[src/rtl/owbm_pkg.sv]
// owbm_pkg: shared types, codes and constants for the 1-Wire bus master.
// Used by one_wire_bus_master; depends on nothing else.
`default_nettype none

package owbm_pkg;

    // Field and register widths
    localparam int FUNC_W     = 3;
    localparam int DATA_W     = 8;
    localparam int DRIVE_W    = 2;
    localparam int STATUS_W   = 2;
    localparam int CFG_W      = 10;
    localparam int CFG_IDX_W  = 4;
    localparam int NUM_REGS   = 8;

    // Defaults for the top-level parameters
    localparam int DEF_READ_TAIL_TIME = 40;
    localparam int DEF_TIMER_BITS     = 10;

    // Function codes carried in each input word
    localparam logic [FUNC_W-1:0] FN_TICK  = 3'd0;
    localparam logic [FUNC_W-1:0] FN_RESET = 3'd1;
    localparam logic [FUNC_W-1:0] FN_WBIT  = 3'd2;
    localparam logic [FUNC_W-1:0] FN_RBIT  = 3'd3;
    localparam logic [FUNC_W-1:0] FN_WBYTE = 3'd4;
    localparam logic [FUNC_W-1:0] FN_RBYTE = 3'd5;

    // Line drive codes
    localparam logic [DRIVE_W-1:0] DRV_REL  = 2'd0;
    localparam logic [DRIVE_W-1:0] DRV_LOW  = 2'd1;
    localparam logic [DRIVE_W-1:0] DRV_HIGH = 2'd2;

    // Reset status codes
    localparam logic [STATUS_W-1:0] ST_PRESENT = 2'd0;
    localparam logic [STATUS_W-1:0] ST_ABSENT  = 2'd1;
    localparam logic [STATUS_W-1:0] ST_STUCK   = 2'd2;

    // Configuration register indexes
    localparam int REG_RESET_LOW   = 0;
    localparam int REG_PRES_DELAY  = 1;
    localparam int REG_RESET_TAIL  = 2;
    localparam int REG_WR_START    = 3;
    localparam int REG_WR_SLOT     = 4;
    localparam int REG_WR_RECOVER  = 5;
    localparam int REG_RD_START    = 6;
    localparam int REG_RD_SAMPLE   = 7;

    // Register values after reset, in microseconds
    localparam logic [CFG_W-1:0] CFG_RESET [NUM_REGS] = '{
        10'd600, 10'd80, 10'd600, 10'd5, 10'd60, 10'd5, 10'd10, 10'd10
    };

    // Bus phases, one-hot
    typedef enum logic [9:0] {
        PH_IDLE       = 10'b00_0000_0001,
        PH_RST_LOW    = 10'b00_0000_0010,
        PH_RST_WAIT   = 10'b00_0000_0100,
        PH_RST_TAIL   = 10'b00_0000_1000,
        PH_WR_START   = 10'b00_0001_0000,
        PH_WR_SLOT    = 10'b00_0010_0000,
        PH_WR_RECOVER = 10'b00_0100_0000,
        PH_RD_START   = 10'b00_1000_0000,
        PH_RD_DELAY   = 10'b01_0000_0000,
        PH_RD_TAIL    = 10'b10_0000_0000
    } t_phase;

    // Input word: a tick with the line level, or a command
    typedef struct packed {
        logic [FUNC_W-1:0] func;
        logic [DATA_W-1:0] data_byte;
        logic              line_level;
    } t_in_word;

    // Result word, one per input word
    typedef struct packed {
        logic [DRIVE_W-1:0]  line_drive;
        logic                busy_res;
        logic                done_res;
        logic [DATA_W-1:0]   read_value;
        logic [STATUS_W-1:0] reset_status;
    } t_out_word;

endpackage

`default_nettype wire

[src/rtl/one_wire_bus_master.sv]
// one_wire_bus_master: 1-Wire bus master sequencer with output skid stage.
// Depends on owbm_pkg.
`default_nettype none

// Each input word is either a one-microsecond tick carrying the sampled bus
// level or a command (reset, write bit/byte, read bit/byte); every word gives
// exactly one result word holding the line drive after that word, busy, done,
// the read data and the reset status. One word is taken every clock cycle
// unless input stalls: the phase sequencer updates its state when a word is
// accepted and its result is registered in the output or skid register. A
// two-entry output stage (result register plus skid register) lets input
// keep flowing while one result waits; input stalls only when both are full.
// Commands arriving while an operation runs are dropped. Timed phases last
// their programmed number of ticks, loads saturating at 2^TIMER_BITS - 1.
// Configuration writes take effect at the next phase that loads the value.
module one_wire_bus_master #(
    parameter int READ_TAIL_TIME = owbm_pkg::DEF_READ_TAIL_TIME,
    parameter int TIMER_BITS     = owbm_pkg::DEF_TIMER_BITS
) (
    input  wire                               i_clk,
    input  wire                               i_rst_n,
    // input channel
    input  wire                               i_in_valid,
    output logic                              o_in_stall,
    input  owbm_pkg::t_in_word                i_in_word,
    // output channel
    output logic                              o_out_valid,
    input  wire                               i_out_stall,
    output owbm_pkg::t_out_word               o_out_word,
    // configuration write port
    input  wire                               i_cfg_we,
    input  wire [owbm_pkg::CFG_IDX_W-1:0]     i_cfg_index,
    input  wire [owbm_pkg::CFG_W-1:0]         i_cfg_data
);
    import owbm_pkg::*;

    localparam int TIMER_MAX = (1 << TIMER_BITS) - 1;

    // Saturating load of a phase timer
    function automatic logic [TIMER_BITS-1:0] timer_load(input int unsigned t);
        int unsigned v;
        v = t;
        if (v > TIMER_MAX) begin
            v = TIMER_MAX;
        end
        return v[TIMER_BITS-1:0];
    endfunction

    // Configuration registers
    logic [CFG_W-1:0] r_cfg [NUM_REGS];

    // Sequencer state
    t_phase                r_phase,    n_phase;
    logic [TIMER_BITS-1:0] r_timer,    n_timer;
    logic [2:0]            r_bit_cnt,  n_bit_cnt;
    logic [DATA_W-1:0]     r_shift,    n_shift;
    logic [FUNC_W-1:0]     r_kind,     n_kind;
    logic                  r_presence, n_presence;
    logic [DRIVE_W-1:0]    r_drive,    n_drive;

    // Output stage
    logic      r_out_valid;
    t_out_word r_out_word;
    logic      r_skid_valid;
    t_out_word r_skid_word;

    t_out_word result;
    logic      in_fire;
    logic      out_free;
    logic      more_bits;

    assign in_fire  = i_in_valid && !r_skid_valid;
    assign out_free = !r_out_valid || !i_out_stall;

    assign more_bits = ((r_kind == FN_WBYTE) || (r_kind == FN_RBYTE)) && (r_bit_cnt != 3'd7);

    // Configuration writes; indexes past the last register are dropped
    always_ff @(posedge i_clk) begin
        if (!i_rst_n) begin
            for (int i = 0; i < NUM_REGS; i++) begin
                r_cfg[i] <= CFG_RESET[i];
            end
        end else if (i_cfg_we && (i_cfg_index < CFG_IDX_W'(NUM_REGS))) begin
            r_cfg[i_cfg_index[2:0]] <= i_cfg_data;
        end
    end

    // Phase sequencer: next state and result for the current word
    always_comb begin
        n_phase    = r_phase;
        n_timer    = r_timer;
        n_bit_cnt  = r_bit_cnt;
        n_shift    = r_shift;
        n_kind     = r_kind;
        n_presence = r_presence;
        n_drive    = r_drive;
        result     = '0;

        if (i_in_word.func != FN_TICK) begin
            // commands start only from idle
            if (r_phase == PH_IDLE) begin
                unique case (i_in_word.func) inside
                    FN_RESET: begin
                        n_kind     = i_in_word.func;
                        n_bit_cnt  = '0;
                        n_presence = 1'b1;
                        n_drive    = DRV_LOW;
                        n_phase    = PH_RST_LOW;
                        n_timer    = timer_load(32'(r_cfg[REG_RESET_LOW]));
                    end
                    FN_WBIT, FN_WBYTE: begin
                        n_kind    = i_in_word.func;
                        n_bit_cnt = '0;
                        n_shift   = (i_in_word.func == FN_WBIT) ?
                                    {7'd0, i_in_word.data_byte[0]} : i_in_word.data_byte;
                        n_drive   = DRV_LOW;
                        n_phase   = PH_WR_START;
                        n_timer   = timer_load(32'(r_cfg[REG_WR_START]));
                    end
                    FN_RBIT, FN_RBYTE: begin
                        n_kind    = i_in_word.func;
                        n_bit_cnt = '0;
                        n_shift   = '0;
                        n_drive   = DRV_LOW;
                        n_phase   = PH_RD_START;
                        n_timer   = timer_load(32'(r_cfg[REG_RD_START]));
                    end
                    default: begin
                    end
                endcase
            end
        end else if (r_phase != PH_IDLE) begin
            if (r_timer > TIMER_BITS'(1)) begin
                n_timer = r_timer - TIMER_BITS'(1);
            end else begin
                unique case (r_phase)
                    PH_RST_LOW: begin
                        n_drive = DRV_REL;
                        n_phase = PH_RST_WAIT;
                        n_timer = timer_load(32'(r_cfg[REG_PRES_DELAY]));
                    end
                    PH_RST_WAIT: begin
                        n_presence = i_in_word.line_level;
                        n_phase    = PH_RST_TAIL;
                        n_timer    = timer_load(32'(r_cfg[REG_RESET_TAIL]));
                    end
                    PH_RST_TAIL: begin
                        result.reset_status = !i_in_word.line_level ? ST_STUCK :
                                              (r_presence ? ST_ABSENT : ST_PRESENT);
                        n_presence      = 1'b1;
                        n_phase         = PH_IDLE;
                        n_timer         = '0;
                        result.done_res = 1'b1;
                    end
                    PH_WR_START: begin
                        if (r_shift[0]) begin
                            n_drive = DRV_REL;
                        end
                        n_phase = PH_WR_SLOT;
                        n_timer = timer_load(32'(r_cfg[REG_WR_SLOT]));
                    end
                    PH_WR_SLOT: begin
                        n_drive = DRV_HIGH;
                        n_phase = PH_WR_RECOVER;
                        n_timer = timer_load(32'(r_cfg[REG_WR_RECOVER]));
                    end
                    PH_WR_RECOVER: begin
                        n_shift = r_shift >> 1;
                        if (more_bits) begin
                            n_bit_cnt = r_bit_cnt + 3'd1;
                            n_drive   = DRV_LOW;
                            n_phase   = PH_WR_START;
                            n_timer   = timer_load(32'(r_cfg[REG_WR_START]));
                        end else begin
                            n_phase         = PH_IDLE;
                            n_timer         = '0;
                            result.done_res = 1'b1;
                        end
                    end
                    PH_RD_START: begin
                        n_drive = DRV_REL;
                        n_phase = PH_RD_DELAY;
                        n_timer = timer_load(32'(r_cfg[REG_RD_SAMPLE]));
                    end
                    PH_RD_DELAY: begin
                        if (i_in_word.line_level) begin
                            n_shift[r_bit_cnt] = 1'b1;
                        end
                        n_phase = PH_RD_TAIL;
                        n_timer = timer_load(32'(READ_TAIL_TIME));
                    end
                    PH_RD_TAIL: begin
                        if (more_bits) begin
                            n_bit_cnt = r_bit_cnt + 3'd1;
                            n_drive   = DRV_LOW;
                            n_phase   = PH_RD_START;
                            n_timer   = timer_load(32'(r_cfg[REG_RD_START]));
                        end else begin
                            result.read_value = r_shift;
                            n_phase           = PH_IDLE;
                            n_timer           = '0;
                            result.done_res   = 1'b1;
                        end
                    end
                    default: begin
                        n_phase = PH_IDLE;
                        n_timer = '0;
                    end
                endcase
            end
        end

        result.line_drive = n_drive;
        result.busy_res   = (n_phase != PH_IDLE);
    end

    // Sequencer state registers, updated per accepted word
    always_ff @(posedge i_clk) begin
        if (!i_rst_n) begin
            r_phase    <= PH_IDLE;
            r_timer    <= '0;
            r_bit_cnt  <= '0;
            r_shift    <= '0;
            r_kind     <= FN_TICK;
            r_presence <= 1'b1;
            r_drive    <= DRV_REL;
        end else if (in_fire) begin
            r_phase    <= n_phase;
            r_timer    <= n_timer;
            r_bit_cnt  <= n_bit_cnt;
            r_shift    <= n_shift;
            r_kind     <= n_kind;
            r_presence <= n_presence;
            r_drive    <= n_drive;
        end
    end

    // Output register and skid register
    always_ff @(posedge i_clk) begin
        if (!i_rst_n) begin
            r_out_valid  <= 1'b0;
            r_skid_valid <= 1'b0;
        end else if (out_free) begin
            if (r_skid_valid) begin
                r_out_valid  <= 1'b1;
                r_skid_valid <= 1'b0;
            end else begin
                r_out_valid <= in_fire;
            end
        end else if (in_fire) begin
            r_skid_valid <= 1'b1;
        end
    end

    // Payload moves without reset
    always_ff @(posedge i_clk) begin
        if (out_free) begin
            r_out_word <= r_skid_valid ? r_skid_word : result;
        end else if (in_fire) begin
            r_skid_word <= result;
        end
    end

    assign o_in_stall  = r_skid_valid;
    assign o_out_valid = r_out_valid;
    assign o_out_word  = r_out_word;

    // Checks
    a_skid_behind_out: assert property (@(posedge i_clk) disable iff (!i_rst_n)
        r_skid_valid |-> r_out_valid)
        else $error("skid word held with empty output register");

    a_idle_timer_clear: assert property (@(posedge i_clk) disable iff (!i_rst_n)
        (r_phase == PH_IDLE) |-> (r_timer == '0))
        else $error("phase timer nonzero while idle");

    a_done_not_busy: assert property (@(posedge i_clk) disable iff (!i_rst_n)
        (r_out_valid && r_out_word.done_res) |-> !r_out_word.busy_res)
        else $error("done word still reports busy");

    a_status_on_done: assert property (@(posedge i_clk) disable iff (!i_rst_n)
        (r_out_valid && (r_out_word.reset_status != ST_PRESENT)) |-> r_out_word.done_res)
        else $error("reset status outside a done word");

endmodule

`default_nettype wire
[config.mk]
export PLATFORM = sky130hd
export DESIGN_NAME = one_wire_bus_master
export DESIGN_NICKNAME = d
export VERILOG_FILES = /design/src/rtl/owbm_pkg.sv /design/src/rtl/one_wire_bus_master.sv
export SDC_FILE = /design/constraint.sdc
export NUM_CORES = 1
export LEC_CHECK = 0
export ABC_AREA = 1
export BUFFER_PORTS_ARGS = -buffer_cell sky130_fd_sc_hd__clkbuf_2
export CAP_MARGIN = 20
export CORE_ASPECT_RATIO = 0.7
export CORE_MARGIN = 5
export CORE_UTILIZATION = 38
export CTS_BUF_LIST = sky130_fd_sc_hd__clkbuf_16
export CTS_CLUSTER_DIAMETER = 80
export CTS_CLUSTER_SIZE = 10
export DETAILED_ROUTE_END_ITERATION = 7
export PLACE_DENSITY = 0.61
export SLEW_MARGIN = 10
export SYNTH_ARGS = -nofsm -noshare
export SYNTH_HDL_FRONTEND = slang
export SYNTH_SLANG_ARGS = --single-unit
[constraint.sdc]
create_clock -name i_clk -period 4.16 [get_ports i_clk]
set_input_delay 1.04 -clock i_clk [delete_from_list [all_inputs] [get_ports i_clk]]
set_output_delay 1.04 -clock i_clk [all_outputs]
set_load 0.01 [all_outputs]
### Word-level counts from Yosys, hierarchy flattened

Memory sizes are Yosys's and may differ from the RTL's.
Index checks and enable logic that the tools add are counted.

* eq/ne operators: 27
* order comparisons: 4
* bitwise gates (word level): 3
* add/sub/neg operators: 2
* mux-type cells: 66
* reduce and logical (&&, ||, !) cells: 28

Operators by type and width (count)
* case mux 10 bit (8 select lines): 2
* two-way mux 10 bit: 11
* two-way mux 8 bit: 8
* case mux 10 bit (3 select lines): 2
* two-way mux 11 bit: 3
* case mux 8 bit (2 select lines): 2
* two-way mux 3 bit: 8
* != test 10 x 1 -> 1 bit (second input constant): 2
* two-way mux 2 bit: 9
* two-way mux 1 bit: 14
* two-way mux 14 bit: 1
* AND reduction 7 bit: 2
* equality test 3 bit (second input constant): 4
* equality test 10 x 1 -> 1 bit (second input constant): 1
* equality test 10 bit (second input constant): 1
* equality test 10 x 2 -> 1 bit (second input constant): 1
* equality test 10 x 3 -> 1 bit (second input constant): 1
* equality test 10 x 4 -> 1 bit (second input constant): 1
* equality test 10 x 5 -> 1 bit (second input constant): 1
* equality test 10 x 6 -> 1 bit (second input constant): 1
* equality test 10 x 7 -> 1 bit (second input constant): 1
* equality test 10 x 8 -> 1 bit (second input constant): 1
* equality test 10 x 9 -> 1 bit (second input constant): 1
* greater-than comparator 10 x 1 -> 1 bit (second input constant): 1
* other kinds (31): 51

* memories kept: 1
* memory bits (writable): 80
* bits in registers: 67
* output and inout bits: 16

Memories
* r_cfg: words 8, width 10, read ports 8, clocked after Yosys merged registers in 0, write ports 8, line one_wire_bus_master.sv:50 `logic [CFG_W-1:0] r_cfg [NUM_REGS];`

### Logic depth before layout (Yosys ltp)

Gate-level depths: netlist (run 1).

* depth in word-level cells: 10
* depth in mapped cells: 16

### Least setup slack after synthesis (run 1)

OpenSTA, ideal clock, no wires.

* kind: input to register
* from: input port i_in_word[9] (netlist bit)
* to: register r_timer[4]
* path buffers: 4
* library setup time: 0.117 ns
* data required time: 4.043 ns
* stages on the path: 13
* slack: 1.231 ns
* arrival time: 2.812 ns
* path through: inv_2 > nand3_2 > buf_2 > buf_2 > buf_2 > ha_1 > nor3_1 > nand2_1 > inv_1 > buf_2 > nand3_1 > nor2_1 > nor2_1

* word-level cells in the longest chain between the ends: 5

Ends and longest elaborated chain
* start: declaration: line one_wire_bus_master.sv:25 `input owbm_pkg::t_in_word i_in_word,`
* equality test 3 x 2 -> 1 bit (no line) / equality test 3 bit (equally long branches)
* OR reduction 2 bit: line one_wire_bus_master.sv:102 `unique case (i_in_word.func) inside`
* case mux 10 bit (3 select lines): line one_wire_bus_master.sv:102
* two-way mux 10 bit: line one_wire_bus_master.sv:101 `if (r_phase == PH_IDLE) begin`
* two-way mux 10 bit: line one_wire_bus_master.sv:99 `if (i_in_word.func != FN_TICK) begin`
* end signal: assignment: line one_wire_bus_master.sv:229 `r_timer <= n_timer;`
* end: declaration: line one_wire_bus_master.sv:54 `logic [TIMER_BITS-1:0] r_timer, n_timer;`

Several ways; a longest one is shown, not always the timed one. The select of a mux whose other input is x is not followed.
A chain may end at the register's enable or synchronous reset.

### Worst setup path after layout (run 1)

* from: register r_phase[9]
* to: register r_timer[2]

* word-level cells in the longest chain between the ends: 5

Ends and longest elaborated chain
* start: declaration: line one_wire_bus_master.sv:53 `t_phase r_phase, n_phase;`
* start signal: assignment: line one_wire_bus_master.sv:228 `r_phase <= n_phase;`
* equality test 10 bit (tied with other cells): line one_wire_bus_master.sv:136 `unique case (r_phase)`
* case mux 10 bit (8 select lines): line one_wire_bus_master.sv:136
* two-way mux 10 bit: line one_wire_bus_master.sv:133 `if (r_timer > TIMER_BITS'(1)) begin`
* two-way mux 10 bit: line one_wire_bus_master.sv:132 `end else if (r_phase != PH_IDLE) begin`
* two-way mux 10 bit: line one_wire_bus_master.sv:99

Several ways; a longest one is shown, not always the timed one. The select of a mux whose other input is x is not followed.

==> flow_summary.yaml, run 1 <==
power:
  ir_drop_v: 0.000247
  p_per_area_nw_per_um2: 411
  p_total_mw: 3.65
  power.leakage_nw: 3.73
global_routing:
  busiest_layer: "met1"
  grt_usage: 0.190
  antenna_found_initial: 1
  grt_pass1_wl_um: 34700
  grt_max_degree: 35
  use_met1: 0.294
  grt_remaining_overflow: 0
  met3_usage: 0.0407
  grt_pass1_vias: 6237
  use_met2: 0.264
timing:
  setup_viol: 0
  post-route-period-util: 0.697
  setup_ws_ns: 1.26
  clock.fmax_ghz: 0.345
  min_period_ns: 2.90
  rsz0062_at_grt: "no"
  worst-slew-pin-transition_ns: 0.643
  slew_violations: 0
  fin_tns_setup_ns: 0
  hold_violations: 0
  worst_hold_slack_ns: 0.473
  clock_skew_ns: 0.00953
  worst_slew_margin_rel: 0.570
synthesis:
  synthFlopType: "edfxtp_1"
  syn_inst: 958
  ys_ff_latch: 146
  ys_warn_count: 0
  synthesis.area_sq_um: 7810
  async_reset_ff_frac: 0
  ys_types: 41
  synth_edf_count: 108
  ys_seq_area_frac: 0.512
  postSynthAreaPerCell_sq_um: 8.16
  syn-num-nets: 996
  synthTopCellsByArea: "edfxtp_1, nand2_1, dfxtp_1"
  synth.largest_area_cell: "edfxtp_1"
  synth_top_area_frac: 0.415
clock_tree:
  hold_buffers: 0
  post_cts_buffers: 0
  cts_resized: 0
  cts_tree: "built"
  clk_path_buf_depth: 2
  clkLatencyLatePin_ns: 0.42
  cts-root-buf: "clkbuf_16"
  clkTransAtPathRegs_ns: 0.06
  cts_buffers: 17
  ctsHtreeMaxLevel: 4
  clkSinkCount: 146
min_path:
  hp-class: "register to register"
  min-delay-start: "r_kind[2]$_SDFFE_PN0P_"
  whs_path_depth: 2
  min_to: "r_kind[2]$_SDFFE_PN0P_"
floorplan:
  die_h_um: 130
  initial_core_util: 0.390
  die_w_um: 181
  fp.coreArea_sq_um: 20000
  pin_count: 47
  row_count: 43
  dieArea_sq_um: 23600
critical_path:
  crit_type: "register to register"
  cpMaxStageDelayCell: "inv_1"
  slowest_delay_ns: 0.38
  cp_max_fo: 25
  arrival_ns: 3.21
  ff2ff_path_depth: 12
  critPathLaunchType: "register"
  reg2reg_from: "r_phase[9]$_SDFFE_PN0P_"
  ff2ff_setup_slack_ns: 1.26
  critical_path.top_delay_family: "simple AND/OR/NAND/NOR gates"
  worst-path-buf-inv: 2
  path_cells: "nor2_4 > buf_4 > nand2_1 > nor2_1 > nand2_2 > ha_1 > nor3_1 > nand2_1 > inv_1 > nand4_1 > nor3_1 > nor2_1"
  r2r_end: "r_timer[2]$_SDFFE_PN0P_"
  setup.worst_path.end_class: "register"
  critPathRequiredTime_ns: 4.47
flow_run:
  drv_cap: 0
cells_and_area:
  instances_no_fill: 1291
  final_area_sq_um: 8880
  area_growth_pct: 13.6
  final_util: 0.444
  nNetsFinal: 1046
  drive_gt1_frac: 0.145
  ff_latch_area_sq_um: 4000
  multi_input_area_sq_um: 3310
  fillers: 2054
place:
  dpl.hpwl_um: 16200
  portBuffers: 46
  place.gp.congestion: 0.952
  dpl_worst_slack_ns: 1.05
  place_inst: 1259
  placed_cell_area_sq_um: 8330
detailed_routing:
  drtAntennaViolNets: 0
  totalWireLength_um: 22000
  drt-vias-per-instance: 5.17
  drt_iter0_markers: 700
  drcViolationCount: 0
  drt_first_pass_iters: 5
  wire_per_inst_um: 17.1
  num_vias: 6677
outcome:
  status: "finished clean"
[cell families after synthesis]
group	share of synthesized area
AO/OA/AOI/OAI	0.0882
XOR/XNOR	0.00224
adder cells (fa/ha/maj)	0.0112
buffers and inverters	0.0636
flip-flops	0.512
AND/OR/NAND/NOR	0.322
[report_power, final]
group	total (mW)	internal, mW	leakage (nW)	switching, mW
registers	1.70	1.65	1.36	0.0529
clock network	1.44	0.818	0.268	0.623
logic	0.512	0.146	2.10	0.366
[registers in the layout, indices dropped and copies added (netlist names)]
signal / cells
r_timer: 10
r_bit_cnt: 3
r_shift: 8
r_phase: 10
o_in_stall: 1
r_cfg: 80
r_kind: 2
r_skid_word: 14
r_presence: 1
o_out_word: 14
r_drive: 2
o_out_valid: 1
[layout make-up]
| cell class | count | share of cell area |
|---|---|---|
| antenna | 1 | 0.000282 |
| tap | 270 | 0.0381 |
| inverter | 105 | 0.0445 |
| clock buffer | 17 | 0.0479 |
| sequential | 146 | 0.451 |
| clock inverter | 14 | 0.0131 |
| timing repair buffer | 53 | 0.0319 |
| multi-input combinational | 685 | 0.373 |
[worst min-delay path, delay by kind of cell, from the launching register on]
| family | cells | cell delay [ns] |
|---|---|---|
| buffers and inverters | 1 | 0.07 |
| AO/OA/AOI/OAI | 1 | 0.06 |
| flip-flops | 1 | 0.29 |
[placed cells by master (no fill, tap or decap), types with 3 or more instances in the layout]
master,synthesis,final
buf_4,0,7
nor2_1,142,142
a21oi_1,28,28
inv_6,0,3
nor2_2,9,9
nor2_4,6,6
o21ai_1,7,7
nand4_1,13,13
inv_1,88,90
clkbuf_2,0,46
nand3_1,76,76
o211ai_1,4,4
or2_2,4,4
nor3_1,11,11
clkinv_2,1,4
inv_2,9,9
o21ai_0,54,54
nor3_2,16,16
nand2_2,8,8
dfxtp_1,38,38
a31oi_1,8,8
clkbuf_16,0,17
edfxtp_1,108,108
clkinv_1,7,8
o2111ai_1,7,7
nand3_2,5,5
nand2_1,260,260
nand2_4,3,3
clkinvlp_4,0,3
ha_1,7,7
a32oi_1,4,4
[worst max-delay path by stage]
stage / slack (ns) / start / endpoint / depth (start not counted)
floorplan: 1.23 / i_in_word[9] / r_timer[4]$_SDFFE_PN0P_ / 13
global placement: 1.11 / i_in_word[9] / o_out_word[11]$_DFFE_PP_ / 14
detailed placement: 1.05 / i_in_word[9] / o_out_word[11]$_DFFE_PP_ / 14
CTS: 1.34 / r_phase[9]$_SDFFE_PN0P_ / r_timer[2]$_SDFFE_PN0P_ / 12
global route: 1.04 / r_phase[9]$_SDFFE_PN0P_ / r_timer[2]$_SDFFE_PN0P_ / 12
finish: 1.26 / r_phase[9]$_SDFFE_PN0P_ / r_timer[2]$_SDFFE_PN0P_ / 12
[cell usage after synthesis (5+ instances only)]
cell type  number
clkbuf_1       11
nor3_1         11
nand3_2         5
o21ai_0        54
dfxtp_1        38
a21oi_1        28
nand4_1        13
nor2_1        142
nand2_1       260
o2111ai_1       7
a31oi_1         8
inv_2           9
nor2_2          9
nand2_2         8
nor2_4          6
edfxtp_1      108
nand3_1        76
o21ai_1         7
clkinv_1        7
nor3_2         16
buf_2           9
ha_1            7
inv_1          88
[metal layers]
metal / wire (um) / part of all wire
met4: 420 / 0.019
met3: 1730 / 0.079
met5: 0 / 0
met1: 11100 / 0.50
met2: 8770 / 0.40
Power figures use the tool's default switching activity.
==> run 2: changes to the inputs <==
==> constraint.sdc (replaced) <==
create_clock -name i_clk -period 3 [get_ports i_clk]
set_input_delay 0.75 -clock i_clk [delete_from_list [all_inputs] [get_ports i_clk]]
set_output_delay 0.75 -clock i_clk [all_outputs]
set_load 0.01 [all_outputs]
==> run 2 against run 1 <==
Routed wire length hardly changed. Global-route usage up 0.29 points. First-iteration DRC count fell by 5.7%. Combinational power grew 39%. Maximum frequency increased by 9.8%. Sequential share of layout area down 0.21 points. Die area unchanged. Power grew 40%. Sequential power rose by 39%. Setup slack got worse by 0.90 ns. Utilization rose by 0.21 points. Critical path type unchanged. Largest cell class unchanged. Highest routed layer is now met5.
==> flow_summary.yaml, run 2 (synthesized netlist as in run 1, its figures left out) <==
outcome:
  status: "finished clean"
global_routing:
  grt_usage: 0.193
  use_met1: 0.291
  met3_usage: 0.0502
  grt_pass1_vias: 6316
  grt_remaining_overflow: 0
  use_met2: 0.275
  grt_max_degree: 35
  grt_pass1_wl_um: 35300
  antenna_found_initial: 1
  busiest_layer: "met1"
clock_tree:
  cts_resized: 0
  cts_buffers: 17
  ctsHtreeMaxLevel: 4
  cts-root-buf: "clkbuf_16"
  clkSinkCount: 146
  cts_tree: "built"
  hold_buffers: 0
  clkLatencyLatePin_ns: 0.43
  post_cts_buffers: 0
  clkTransAtPathRegs_ns: 0.06
  clk_path_buf_depth: 2
place:
  place_inst: 1263
  portBuffers: 46
  placed_cell_area_sq_um: 8360
  dpl_worst_slack_ns: 0.230
  dpl.hpwl_um: 16200
  place.gp.congestion: 0.915
floorplan:
  fp.coreArea_sq_um: 20000
  initial_core_util: 0.390
  die_w_um: 181
  die_h_um: 130
  pin_count: 47
  dieArea_sq_um: 23600
  row_count: 43
timing:
  fin_tns_setup_ns: 0
  slew_violations: 0
  post-route-period-util: 0.880
  hold_violations: 0
  worst-slew-pin-transition_ns: 0.625
  worst_slew_margin_rel: 0.582
  rsz0062_at_grt: "no"
  min_period_ns: 2.64
  setup_viol: 0
  worst_hold_slack_ns: 0.488
  clock_skew_ns: 0.00924
  clock.fmax_ghz: 0.379
  setup_ws_ns: 0.360
cells_and_area:
  drive_gt1_frac: 0.149
  antenna-diode-count: 0
  mostFrequentLayoutCell: "nand2_1"
  regMostFlops: "r_cfg"
  instances_no_fill: 1295
  final_cell_mix: "nand2_1, nor2_1, edfxtp_1, inv_1, nand3_1"
  nNetsFinal: 1050
  final_area_sq_um: 8920
  area_growth_pct: 14.1
  largest_register_ffs: 80
critical_path:
  setup.worst_path.end_class: "register"
  critPathRequiredTime_ns: 3.32
  cp-startpoint: "r_phase[4]$_SDFFE_PN0P_"
  cp_max_fo: 14
  reg2reg_from: "r_phase[4]$_SDFFE_PN0P_"
  critPathLaunchType: "register"
  crit_type: "register to register"
  arrival_ns: 2.96
min_path:
  min-delay-start: "r_kind[2]$_SDFFE_PN0P_"
  hp-class: "register to register"
power:
  ir_drop_v: 0.000234
  p_per_area_nw_per_um2: 573
  power.leakage_nw: 3.75
detailed_routing:
  drtAntennaViolNets: 0
  drcViolationCount: 0
  wire_per_inst_um: 17.0
  totalWireLength_um: 22000
  drt_first_pass_iters: 5
  drt_iter0_markers: 660
  num_vias: 6733
  drt-vias-per-instance: 5.20
flow_run:
  drv_cap: 0
-- run 2: worst max-delay path, stage by stage (launching register included) --
cell and delay (ns):
dfxtp_1 0.37, nor2_4 0.22, nand2_1 0.13, nor2_1 0.19, nand2_2 0.15, ha_1 0.24, nor3_1 0.24, nand2_1 0.24
inv_1 0.36, nand4_1 0.14, nor3_1 0.19, nor2_1 0.05
-- run 2: final cells by class --
type,count,area (sq um)
Clock buffer,17,425
Inverter,105,395
Timing Repair Buffer,57,313
Tap cell,270,338
Sequential cell,146,4000
Fill cell,2056,11100
Multi-Input combinational cell,685,3310
Clock inverter,15,130
-- run 2: power by group --
part / switching [mW] / internal [mW] / total, mW
combinational: 0.506 / 0.204 / 0.710
sequential: 0.0728 / 2.28 / 2.36
clock: 0.902 / 1.15 / 2.05
total: 1.48 / 3.63 / 5.11
-- run 2: routing by layer --
layer  vias up  wire length [um]
met3        27              2020
met2       287              8830
met1      3113             10900
met4         2               289
met5         -                12
li1       3304                 -
-- run 2: through the flow --
stage,power (mW),util
after floorplan,2.87,-
after global placement,3.09,0.418
after detailed placement,3.09,0.418
after CTS,5.12,0.446
after global routing,5.33,0.446
final,5.11,0.446
-- run 2: path summary, 6_finish.rpt --
path                             end  slack (ns)  cells after the start
max reg2reg  r_timer[2]$_SDFFE_PN0P_        0.36                     11
min reg2reg   r_kind[2]$_SDFFE_PN0P_        0.49                      2
max          r_timer[2]$_SDFFE_PN0P_        0.36                     11
min           r_kind[2]$_SDFFE_PN0P_        0.49                      2
==> run 3: changes to the inputs <==
--- a/config.mk
+++ b/config.mk
@@ -15,7 +15,7 @@
 export CTS_CLUSTER_DIAMETER = 80
 export CTS_CLUSTER_SIZE = 10
 export DETAILED_ROUTE_END_ITERATION = 7
-export PLACE_DENSITY = 0.61
+export PLACE_DENSITY = 0.53
 export SLEW_MARGIN = 10
 export SYNTH_ARGS = -nofsm -noshare
 export SYNTH_HDL_FRONTEND = slang
==> run 3 against run 2 <==
Sequential cell count did not move. Clock skew increased by 0.0015 ns. Sequential share of layout area fell by 0.58 points. Cell count grew 0.39%. Setup slack improved by 0.048 ns. Clock-buffer cell count unchanged. Register-to-register slack better by 0.05 ns. Non-clock buffer count increased by 5. Utilization is 0.58 points higher. Combinational power increased by 1%. Critical endpoint unchanged. Largest cell class unchanged.
==> flow_summary.yaml, run 3 (synthesized netlist as in run 1, its figures left out) <==
cells_and_area:
  largest_register_ffs: 80
  multi_input_area_sq_um: 3310
  drive_gt1_frac: 0.154
  regMostFlops: "r_cfg"
  mostFrequentLayoutCell: "nand2_1"
  nNetsFinal: 1055
  antenna-diode-count: 0
  fillers: 2057
  area_growth_pct: 15.6
  ff_latch_area_sq_um: 4000
  final_cell_mix: "nand2_1, nor2_1, edfxtp_1, inv_1, nand3_1"
  final_util: 0.451
clock_tree:
  cts_tree: "built"
  ctsHtreeMaxLevel: 4
  hold_buffers: 0
  cts_resized: 0
  clkSinkCount: 146
  post_cts_buffers: 0
  clkLatencyLatePin_ns: 0.43
  clk_path_buf_depth: 2
  cts_buffers: 17
  cts-root-buf: "clkbuf_16"
  clkTransAtPathRegs_ns: 0.07
place:
  dpl.hpwl_um: 17700
  portBuffers: 46
  dpl_worst_slack_ns: 0.279
  place.gp.congestion: 0.878
power:
  ir_drop_v: 0.000352
  p_per_area_nw_per_um2: 597
  power.leakage_nw: 3.81
detailed_routing:
  drt_first_pass_iters: 4
  wire_per_inst_um: 18.2
  drtAntennaViolNets: 0
  drcViolationCount: 0
  totalWireLength_um: 23700
  num_vias: 6668
  drt-vias-per-instance: 5.13
  drt_iter0_markers: 540
floorplan:
  fp.coreArea_sq_um: 20000
  die_w_um: 181
  pin_count: 47
  die_h_um: 130
  row_count: 43
  dieArea_sq_um: 23600
  initial_core_util: 0.390
timing:
  slew_violations: 0
  fin_tns_setup_ns: 0
  setup_viol: 0
  worst_slew_margin_rel: 0.592
  rsz0062_at_grt: "no"
  min_period_ns: 2.59
  setup_ws_ns: 0.408
  post-route-period-util: 0.864
  worst-slew-pin-transition_ns: 0.611
  hold_violations: 0
  clock.fmax_ghz: 0.386
  clock_skew_ns: 0.0108
critical_path:
  critPathRequiredTime_ns: 3.32
  cp_max_fo: 14
  setup.worst_path.end_class: "register"
  critPathLaunchType: "register"
  crit_type: "register to register"
  arrival_ns: 2.91
outcome:
  status: "finished clean"
global_routing:
  antenna_found_initial: 0
  grt_pass1_wl_um: 36200
  grt_remaining_overflow: 0
  grt_max_degree: 35
  grt_pass1_vias: 5970
  grt_usage: 0.203
min_path:
  hp-class: "register to register"
flow_run:
  drv_cap: 0
## run 3: cell count changes in the layout (fill, tap and decap cells not counted), sizes merged
cell / delta
buf: +5
clkinv: -3
bufinv: +3
## run 3: critical path, stage by stage (launching register included)
cell     delay (ns)
dfxtp_1        0.38
nor2_4         0.21
nand2_1        0.14
nor2_1         0.18
nand2_2        0.16
ha_1           0.23
nor3_1         0.30
nand2_1        0.12
inv_1          0.36
nand4_1        0.14
nor3_1         0.20
nor2_1         0.06
## run 3: area by class of cell
cell class | instances | area share
well taps | 270 | 0.0374
repair buffers | 62 | 0.0388
multi-input cells | 685 | 0.367
inverters | 105 | 0.0438
clock inverters | 15 | 0.0231
flip-flops and latches | 146 | 0.443
clock buffers | 17 | 0.0471
## run 3: final timing paths
check	from	to	slack [ns]	cells after the start
min	r_kind[2]$_SDFFE_PN0P_	r_kind[2]$_SDFFE_PN0P_	0.48	2
max reg2reg	r_phase[4]$_SDFFE_PN0P_	r_timer[2]$_SDFFE_PN0P_	0.41	11
max	r_phase[4]$_SDFFE_PN0P_	r_timer[2]$_SDFFE_PN0P_	0.41	11
min reg2reg	r_kind[2]$_SDFFE_PN0P_	r_kind[2]$_SDFFE_PN0P_	0.48	2
## run 3: power by group
group,internal [mW],leakage [nW],switching (mW)
logic,0.206,2.14,0.514
registers,2.28,1.36,0.0717
clock network,1.41,0.310,0.914
total,3.90,3.81,1.50
## run 3: layer usage
layer | vias up | share of wire | global-route usage
li1 | 3314 | - | -
met1 | 3130 | 0.53 | 0.333
met2 | 209 | 0.40 | 0.271
met3 | 15 | 0.068 | 0.0371
met4 | 0 | 0.0082 | 0.0459
met5 | - | 0 | 0
## run 3: metrics by stage
stage / area [sq um] / power (mW) / cells / hold WS [ns]
6_report: 9030 / 5.40 / 1300 / 0.477
5_1_grt: 9030 / 5.60 / 1300 / 0.499
4_1_cts: 9030 / 5.41 / 1300 / 0.480
3_5_place_dp: 8400 / 3.11 / 1268 / 0.467
3_3_place_gp: 8400 / 3.11 / 1268 / 0.457
2_1_floorplan: 7810 / 2.87 / 958 / 0.443
